<file path="config.mk">
export PLATFORM = sky130hd
export DESIGN_NAME = icosphere_face_generator_top
export DESIGN_NICKNAME = d
export VERILOG_FILES = /design/src/rtl/icofg_pkg.sv /design/src/rtl/icosphere_face_generator_top.sv
export SDC_FILE = /design/constraint.sdc
export NUM_CORES = 2
export LEC_CHECK = 0
export BUFFER_PORTS_ARGS = -buffer_cell sky130_fd_sc_hd__buf_4
export CAP_MARGIN = 0
export CORE_ASPECT_RATIO = 2
export CORE_MARGIN = 2
export CORE_UTILIZATION = 45
export CTS_CLUSTER_DIAMETER = 50
export CTS_CLUSTER_SIZE = 10
export DETAILED_ROUTE_END_ITERATION = 8
export SLEW_MARGIN = 10
export SYNTH_ARGS = -nofsm -noshare
export SYNTH_HDL_FRONTEND = slang
export SYNTH_SLANG_ARGS = --single-unit
</file>
<file path="constraint.sdc">
create_clock -name clk -period 12.95 [get_ports clk]
set_input_delay 0.6475 -clock clk [delete_from_list [all_inputs] [get_ports clk]]
set_output_delay 0.6475 -clock clk [all_outputs]
set_load 0.005 [all_outputs]
</file>
<file path="src/rtl/icofg_pkg.sv">
// Package for the icosphere face generator: sequencer states and base icosahedron tables.
package icofg_pkg;

  localparam int MAX_SUBDIV_DEF       = 7;
  localparam int NORMAL_FRAC_BITS_DEF = 16;
  localparam int RADIUS_W             = 20;
  localparam int DEPTH_W              = 3;
  localparam int COLOR_W              = 32;
  localparam int INDEX_W              = 19;
  localparam int POS_W                = 22;
  localparam int NORM_W               = 18;
  localparam int BASE_FACES           = 20;

  localparam logic [1:0] REG_RADIUS = 2'd0;
  localparam logic [1:0] REG_DEPTH  = 2'd1;
  localparam logic [1:0] REG_COLOR  = 2'd2;

  localparam logic [1:0] CHILD_A   = 2'd0;
  localparam logic [1:0] CHILD_B   = 2'd1;
  localparam logic [1:0] CHILD_C   = 2'd2;
  localparam logic [1:0] CHILD_MID = 2'd3;

  typedef enum logic [7:0] {
    ST_IDLE  = 8'b0000_0001,
    ST_SUM   = 8'b0000_0010,
    ST_SQ    = 8'b0000_0100,
    ST_SQRT  = 8'b0000_1000,
    ST_DIV   = 8'b0001_0000,
    ST_CHILD = 8'b0010_0000,
    ST_POS   = 8'b0100_0000,
    ST_OUT   = 8'b1000_0000
  } state_t;

  // coordinate pattern of base vertex: +-1 small constant, +-2 big constant
  function automatic logic signed [2:0] base_pat(input logic [3:0] vi, input logic [1:0] c);
    logic signed [2:0] p [12][3];
    p[0]  = '{3'sd1, 3'sd0, -3'sd2};  p[1]  = '{-3'sd1, 3'sd0, -3'sd2};
    p[2]  = '{3'sd1, 3'sd0, 3'sd2};   p[3]  = '{-3'sd1, 3'sd0, 3'sd2};
    p[4]  = '{3'sd0, -3'sd2, -3'sd1}; p[5]  = '{3'sd0, -3'sd2, 3'sd1};
    p[6]  = '{3'sd0, 3'sd2, -3'sd1};  p[7]  = '{3'sd0, 3'sd2, 3'sd1};
    p[8]  = '{-3'sd2, -3'sd1, 3'sd0}; p[9]  = '{3'sd2, -3'sd1, 3'sd0};
    p[10] = '{-3'sd2, 3'sd1, 3'sd0};  p[11] = '{3'sd2, 3'sd1, 3'sd0};
    if (vi < 4'd12 && c < 2'd3) begin
      return p[vi][c];
    end
    return 3'sd0;
  endfunction

  function automatic logic [3:0] base_face(input logic [4:0] f, input logic [1:0] k);
    logic [3:0] t [20][3];
    t[0]  = '{4'd0, 4'd1, 4'd6};   t[1]  = '{4'd0, 4'd4, 4'd1};
    t[2]  = '{4'd0, 4'd9, 4'd4};   t[3]  = '{4'd2, 4'd7, 4'd3};
    t[4]  = '{4'd4, 4'd5, 4'd8};   t[5]  = '{4'd4, 4'd8, 4'd1};
    t[6]  = '{4'd5, 4'd2, 4'd3};   t[7]  = '{4'd5, 4'd3, 4'd8};
    t[8]  = '{4'd6, 4'd1, 4'd10};  t[9]  = '{4'd7, 4'd2, 4'd11};
    t[10] = '{4'd7, 4'd6, 4'd10};  t[11] = '{4'd7, 4'd10, 4'd3};
    t[12] = '{4'd7, 4'd11, 4'd6};  t[13] = '{4'd8, 4'd3, 4'd10};
    t[14] = '{4'd8, 4'd10, 4'd1};  t[15] = '{4'd9, 4'd0, 4'd11};
    t[16] = '{4'd9, 4'd2, 4'd5};   t[17] = '{4'd9, 4'd5, 4'd4};
    t[18] = '{4'd9, 4'd11, 4'd2};  t[19] = '{4'd11, 4'd0, 4'd6};
    if (f < 5'(BASE_FACES) && k < 2'd3) begin
      return t[f][k];
    end
    return 4'd0;
  endfunction

endpackage

</file>
<file path="src/rtl/icosphere_face_generator_top.sv">
// Icosphere face generator: index to three vertices through one shared arithmetic unit.
//
// Each face index gives three vertex transfers (a, b, c; tlast on c). The block
// takes one index at a time and is not ready until the third vertex is taken.
// The work per face runs through one shared multiplier and one shared compare-subtract
// unit: per subdivision level, each edge midpoint is summed, squared,
// normalised by a square root and a divide per coordinate, and a child face is
// picked; then each vertex is scaled by the radius and held until it is taken.
module icosphere_face_generator_top
  import icofg_pkg::*;
#(
  parameter int MAX_SUBDIV       = MAX_SUBDIV_DEF,
  parameter int NORMAL_FRAC_BITS = NORMAL_FRAC_BITS_DEF
) (
  input  logic         clk,
  input  logic         rst,
  input  logic         cfg_we,
  input  logic [1:0]   cfg_addr,
  input  logic [31:0]  cfg_wdata,
  input  logic         s_axis_tvalid,
  output logic         s_axis_tready,
  input  logic [23:0]  s_axis_tdata,   // face_index[18:0]
  output logic         m_axis_tvalid,
  input  logic         m_axis_tready,
  // pos_x, pos_y, pos_z (22 each), norm_x, norm_y, norm_z (18 each), color_out, face_total
  output logic [175:0] m_axis_tdata,
  output logic         m_axis_tuser,   // index_error
  output logic         m_axis_tlast    // last_vertex
);

  localparam int F   = NORMAL_FRAC_BITS;
  localparam int NW  = F + 2;
  localparam int SW  = F + 3;
  localparam int LW  = 2 * F + 4;
  localparam int RW  = F + 2;
  localparam int OW  = (SW > RADIUS_W) ? SW : RADIUS_W;
  localparam int IW  = $clog2(LW);
  localparam int LVW = (MAX_SUBDIV > 0) ? $clog2(MAX_SUBDIV + 1) : 1;
  localparam int SH  = 30 - F;
  localparam longint HALF = (SH > 0) ? (64'sd1 <<< (SH - 1)) : 64'sd0;
  localparam longint KS64 = (64'sd564499483 + HALF) >>> SH;
  localparam longint KB64 = (64'sd913379351 + HALF) >>> SH;
  localparam logic signed [NW-1:0] KS = NW'(KS64);
  localparam logic signed [NW-1:0] KB = NW'(KB64);
  localparam logic [F:0] QMAX = (F+1)'(1) << F;

  state_t state;
  logic [RADIUS_W-1:0] radius;
  logic [DEPTH_W-1:0]  depth;
  logic [COLOR_W-1:0]  color;

  logic signed [NW-1:0] v   [3][3];
  logic signed [NW-1:0] mid [3][3];
  logic signed [SW-1:0] s   [3];
  logic [LW-1:0] acc;
  logic [LW-1:0] rsq;
  logic [RW-1:0] root;
  logic [LW-1:0] rem;
  logic [F:0]    q;
  logic [IW-1:0] it;
  logic [1:0]    e, c, k;
  logic [LVW-1:0] left;
  logic [INDEX_W-1:0] idx;
  logic [INDEX_W-1:0] total;
  logic err;

  logic signed [POS_W-1:0]  o_pos  [3];
  logic signed [NORM_W-1:0] o_norm [3];
  logic o_last;

  function automatic logic signed [NW-1:0] coord(input logic signed [2:0] p);
    case (p)
      3'sd1:   return KS;
      -3'sd1:  return -KS;
      3'sd2:   return KB;
      -3'sd2:  return -KB;
      default: return '0;
    endcase
  endfunction

  // accept-time decode
  logic [DEPTH_W-1:0] d_eff;
  logic [63:0] total64;
  logic [INDEX_W-1:0] in_idx;
  logic [4:0] in_face;
  logic in_err;
  always_comb begin
    in_idx  = s_axis_tdata[INDEX_W-1:0];
    d_eff   = (int'(depth) > MAX_SUBDIV) ? DEPTH_W'(MAX_SUBDIV) : depth;
    total64 = 64'd20 << (2 * d_eff);
    in_err  = {45'd0, in_idx} >= total64;
    in_face = 5'(in_idx >> (2 * d_eff));
  end

  // shared multiplier and compare-subtract
  logic [1:0] eb;
  logic [SW-1:0] smag;
  logic [NW-1:0] vmag;
  logic [OW-1:0] ma, mb;
  logic [2*OW-1:0] prod;
  logic [LW-1:0] bitv, sa, sb, num;
  logic [LW:0]   diff;
  logic ge;
  logic [F:0] qf, qs;
  logic [1:0] ch;
  logic [63:0] pmag, pval;
  logic [2*OW-1:0] pround;
  always_comb begin
    eb   = (e == 2'd2) ? 2'd0 : e + 2'd1;
    smag = s[c][SW-1] ? SW'(-s[c]) : SW'(s[c]);
    vmag = v[k][c][NW-1] ? NW'(-v[k][c]) : NW'(v[k][c]);
    ma   = (state == ST_POS) ? OW'(vmag) : OW'(smag);
    mb   = (state == ST_POS) ? OW'(radius) : OW'(smag);
    prod = ma * mb;
    bitv = LW'(1) << (2 * it);
    num  = (LW'(smag) << F) + LW'(root >> 1);
    if (state == ST_SQRT) begin
      sa = rem;
      sb = rsq + bitv;
    end else begin
      sa = (int'(it) == F) ? num : rem;
      sb = LW'(root) << it;
    end
    diff = {1'b0, sa} - {1'b0, sb};
    ge   = !diff[LW];
    qf   = {q[F-1:0], ge};
    qs   = (qf > QMAX) ? QMAX : qf;
    ch   = 2'(idx >> (2 * (int'(left) - 1)));
    pround = prod + ((2*OW)'(1) << (F - 1));
    pmag = 64'(pround >> F);
    pval = v[k][c][NW-1] ? (64'd0 - pmag) : pmag;
  end

  always_ff @(posedge clk) begin
    if (rst) begin
      state  <= ST_IDLE;
      radius <= RADIUS_W'(256);
      depth  <= '0;
      color  <= '1;
      it <= '0; e <= '0; c <= '0; k <= '0; left <= '0;
    end else begin
      if (cfg_we) begin
        unique case (cfg_addr)
          REG_RADIUS: radius <= cfg_wdata[RADIUS_W-1:0];
          REG_DEPTH:  depth  <= cfg_wdata[DEPTH_W-1:0];
          REG_COLOR:  color  <= cfg_wdata[COLOR_W-1:0];
          default: ;
        endcase
      end
      unique case (state)
        ST_IDLE: begin
          if (s_axis_tvalid) begin
            idx   <= in_idx;
            total <= total64[INDEX_W-1:0];
            err   <= in_err;
            left  <= LVW'(d_eff);
            e <= '0; c <= '0; k <= '0;
            for (int i = 0; i < 3; i++) begin
              for (int j = 0; j < 3; j++) begin
                v[i][j] <= in_err ? '0 : coord(base_pat(base_face(in_face, 2'(i)), 2'(j)));
              end
            end
            state <= (in_err || d_eff == '0) ? ST_POS : ST_SUM;
          end
        end
        ST_SUM: begin
          for (int j = 0; j < 3; j++) begin
            s[j] <= SW'(v[e][j]) + SW'(v[eb][j]);
          end
          acc <= '0;
          c <= '0;
          state <= ST_SQ;
        end
        ST_SQ: begin
          if (c == 2'd2) begin
            rem   <= acc + LW'(prod);
            rsq   <= '0;
            it    <= IW'(F + 1);
            c     <= '0;
            state <= ST_SQRT;
          end else begin
            acc <= acc + LW'(prod);
            c   <= c + 2'd1;
          end
        end
        ST_SQRT: begin
          if (ge) begin
            rem <= diff[LW-1:0];
            rsq <= (rsq >> 1) + bitv;
          end else begin
            rsq <= rsq >> 1;
          end
          if (it == '0) begin
            root <= ge ? RW'((rsq >> 1) + bitv) : RW'(rsq >> 1);
            if (!ge && (rsq >> 1) == '0) begin
              for (int j = 0; j < 3; j++) mid[e][j] <= '0;
              e     <= e + 2'd1;
              state <= (e == 2'd2) ? ST_CHILD : ST_SUM;
            end else begin
              it    <= IW'(F);
              q     <= '0;
              state <= ST_DIV;
            end
          end else begin
            it <= it - 1'b1;
          end
        end
        ST_DIV: begin
          rem <= ge ? diff[LW-1:0] : sa;
          q   <= qf;
          if (it == '0) begin
            mid[e][c] <= s[c][SW-1] ? -NW'(qs) : NW'(qs);
            it <= IW'(F);
            q  <= '0;
            if (c == 2'd2) begin
              c     <= '0;
              e     <= e + 2'd1;
              state <= (e == 2'd2) ? ST_CHILD : ST_SUM;
            end else begin
              c <= c + 2'd1;
            end
          end else begin
            it <= it - 1'b1;
          end
        end
        ST_CHILD: begin
          case (ch)
            CHILD_A:   begin v[1] <= mid[0]; v[2] <= mid[2]; end
            CHILD_B:   begin v[0] <= v[1]; v[1] <= mid[1]; v[2] <= mid[0]; end
            CHILD_C:   begin v[0] <= v[2]; v[1] <= mid[2]; v[2] <= mid[1]; end
            default:   begin v[0] <= mid[0]; v[1] <= mid[1]; v[2] <= mid[2]; end
          endcase
          e    <= '0;
          left <= left - 1'b1;
          state <= (left == LVW'(1)) ? ST_POS : ST_SUM;
        end
        ST_POS: begin
          o_pos[c]  <= pval[POS_W-1:0];
          o_norm[c] <= NORM_W'(64'(v[k][c]));
          o_last    <= (k == 2'd2);
          if (c == 2'd2) begin
            c     <= '0;
            state <= ST_OUT;
          end else begin
            c <= c + 2'd1;
          end
        end
        ST_OUT: begin
          if (m_axis_tready) begin
            k     <= (k == 2'd2) ? 2'd0 : k + 2'd1;
            state <= (k == 2'd2) ? ST_IDLE : ST_POS;
          end
        end
        default: state <= ST_IDLE;
      endcase
    end
  end

  assign s_axis_tready = (state == ST_IDLE);
  assign m_axis_tvalid = (state == ST_OUT);
  assign m_axis_tlast  = o_last;
  assign m_axis_tuser  = err;
  assign m_axis_tdata  = {5'd0, total, color, o_norm[2], o_norm[1], o_norm[0],
                          o_pos[2], o_pos[1], o_pos[0]};

  a_busy_not_ready: assert property (@(posedge clk) disable iff (rst)
    (s_axis_tvalid && s_axis_tready) |=> !s_axis_tready)
    else $error("ready while a face is in progress");

  a_err_zero: assert property (@(posedge clk) disable iff (rst)
    (m_axis_tvalid && m_axis_tuser) |-> (m_axis_tdata[119:0] == '0))
    else $error("out-of-range face with nonzero vertex");

  a_last_done: assert property (@(posedge clk) disable iff (rst)
    (m_axis_tvalid && m_axis_tready && m_axis_tlast) |=> s_axis_tready)
    else $error("not idle after last vertex");

  a_not_both: assert property (@(posedge clk) disable iff (rst)
    !(s_axis_tready && m_axis_tvalid))
    else $error("input ready while vertex pending");

endmodule
</file>
==> results.ini <==
[run_status]
status = finished clean

[layout]
multi_input_area_um2 = 36200
final_common_cell = nand2_1
area_growth_pct = 13.5
drive_gt1_share_pct = 12.9
num-fill-cells = 12500
ff_latch_area_um2 = 21800
nets = 7694
mostFrequentLayoutCells = nand2_1, edfxtp_1, buf_4

[place]
place_congestion = 1.04
port_buffers = 222
dpl.hpwl_mm = 190

[clocking]
htree_levels = 3
cts_hold_buf = 0
cts_buffers = 95
clock-sinks = 754
cts_setup_buffers = 0
clk_latency_ps = 740
path_clk_slew_ps = 60
cts_tree = yes
ctsRootBufferMaster = clkbuf_16
clk_path_buf_depth = 3

[critical_path]
slowest_stage = o311ai_1
end_kind = register
cpMostUsedCell = inv_1
r2r_cells = 43
startpoint_type = register
crit_arrival_ps = 12830
ff2ff_setup_slack_ps = 570
reg2reg_to = rem[34]
path_class = reg -> reg
cpPeakStageDelay_ps = 800
worst-path-max-fanout = 8
cp.required_ps = 13410

[hold_path]
hp-class = in -> reg
whs_endpoint = idx[1]
min_from = s_axis_tdata[1]
hold_path_depth = 1

[drt]
wl_per_cell_um = 27.0
num_vias = 52100
antenna_left = 0
drt_iter0_drc = 3801
dr.pass1.iters = 6
vias_per_cell = 5.94
drcViolationCount = 0
wirelength_mm = 237

[floorplanning]
num_io_pins = 243
die_w_um = 265
initial_core_util_pct = 45.3
die_area_um2 = 139000
rows = 191
core_region_area_um2 = 135000
die_y_um = 526

[grt]
antenna_found_initial = 2
grt_usage_pct = 33.7
grt_pass1_wl_mm = 342
grt_max_degree = 151
grt-ovfl-total = 0
grt_pass1_vias = 52900

[synthesis]
postSynthRegisterBits = 754
syn-cell-area_um2 = 61200
avgSynthCellArea_um2 = 9.22
synthFlopType = edfxtp_1
seq_area_frac_synth_pct = 35.6
async_reset_ff_share_pct = 0
synth_cells = 6639
synth_edf_count = 670
ys_warn_count = 0
yosys.cell_types.count = 108

[timing]
slew_headroom_pct = 14.9
fin_skew_ps = 35.5
slew_viol_final = 0
max_freq_ghz = 0.0808
hold_viol_final = 0
setup_tns_ps = 0
setup_viol = 0
rsz0062_at_grt = false
fin_crit_sh_pct = 95.6
worst_slew_pin_slew_ps = 1260
min_period_ps = 12380

[job]
maxCapViolCount = 0

[flip-flops by register name, indices dropped and copies added, names as in the netlist, 20 cells and up, named ones only]
signal  cells
mid       162
v         162
o_pos      66
s          57
o_norm     54
acc        36
rem        36
rsq        36
color      32
radius     20
[synthesized netlist by cell type (93+ instances only)]
library cell     n  area, um^2
ha_1           333        4170
a21oi_1        506        2530
nor2_1         529        1990
xnor2_1        187        1640
inv_1          527        1980
fa_1           309        6190
nand3_1         93         465
xor2_1         100         876
nand2_1       1033        3880
clkbuf_1       290        1090
o21ai_0        491        2460
mux2i_1        226        2260
edfxtp_1       670       20100
[worst max-delay path, delay by kind of cell, from the launching register on]
kind / cells / cell delay (ps)
fa+ha+maj: 9 / 4090
compound gates: 12 / 3620
simple gates: 8 / 1700
buf+inv: 11 / 1390
mux: 1 / 570
xor+xnor: 2 / 390
flops: 1 / 300
[logic make-up (layout without fill, tap and decap cells)]
logic type                 Yosys count  after routing  synth area share, %
AOI/OAI and AO/OA                 1594           1594                 15.9
xor gates and xnor gates           288            288                 4.13
DFF                                754            754                 35.6
muxes                              326            326                 6.23
and+or+nand+nor                   2148           2148                 15.6
other                                2             24               0.0123
buffers and inverters              885           1267                 5.66
adders and majority gates          642            642                 16.9
[final cells by class]
cell class	count	area share, %
Inverter	530	2.86
Clock inverter	24	0.384
Tap cell	1737	3.13
Antenna cell	1	0.00360
Sequential cell	754	31.4
Timing Repair Buffer	587	6.39
Multi-Input combinational cell	5021	52.2
Clock buffer	126	3.68
[worst max-delay path by stage]
stage / startpoint / end / slack [ps] / depth (start not counted)
final: register / rem[34] / 570 / 43
after floorplan: register / rem[35] / 2420 / 45
after CTS: register / rem[34] / 570 / 43
after global placement: register / rem[35] / 650 / 44
after detailed placement: register / rem[34] / 670 / 43
after global routing: register / rem[34] / 30 / 48
[per-stage QoR]
step           util [%]  hold slack (ps)  setup WS [ps]  std cells  area, um^2
2_1_floorplan         -              437           2420       6660       61300
3_3_place_gp       49.3              453            655       8628       66600
3_5_place_dp       49.3              456            671       8628       66600
4_1_cts            51.3             74.1            567       8778       69500
5_1_grt            51.4             89.0           27.3       8780       69500
6_report           51.4              106            574       8780       69500
[what timing repair did]
item | in CTS | in global routing
hold endpoints to repair | 0 | 0
gates resized for setup | 0 | 1
setup endpoints to repair | 0 | 6
[metal layers]
layer  global-route usage, %  wire (um)  share of wire, %
met1                    30.0      71600                30
met4                    35.1      30400                13
met5                       0         10            0.0042
met3                    4.86      11700               4.9
met2                    62.3     124000                52
Power is not shown: default switching activity piles up to over one toggle a cycle in this logic, so the estimate is an artifact.
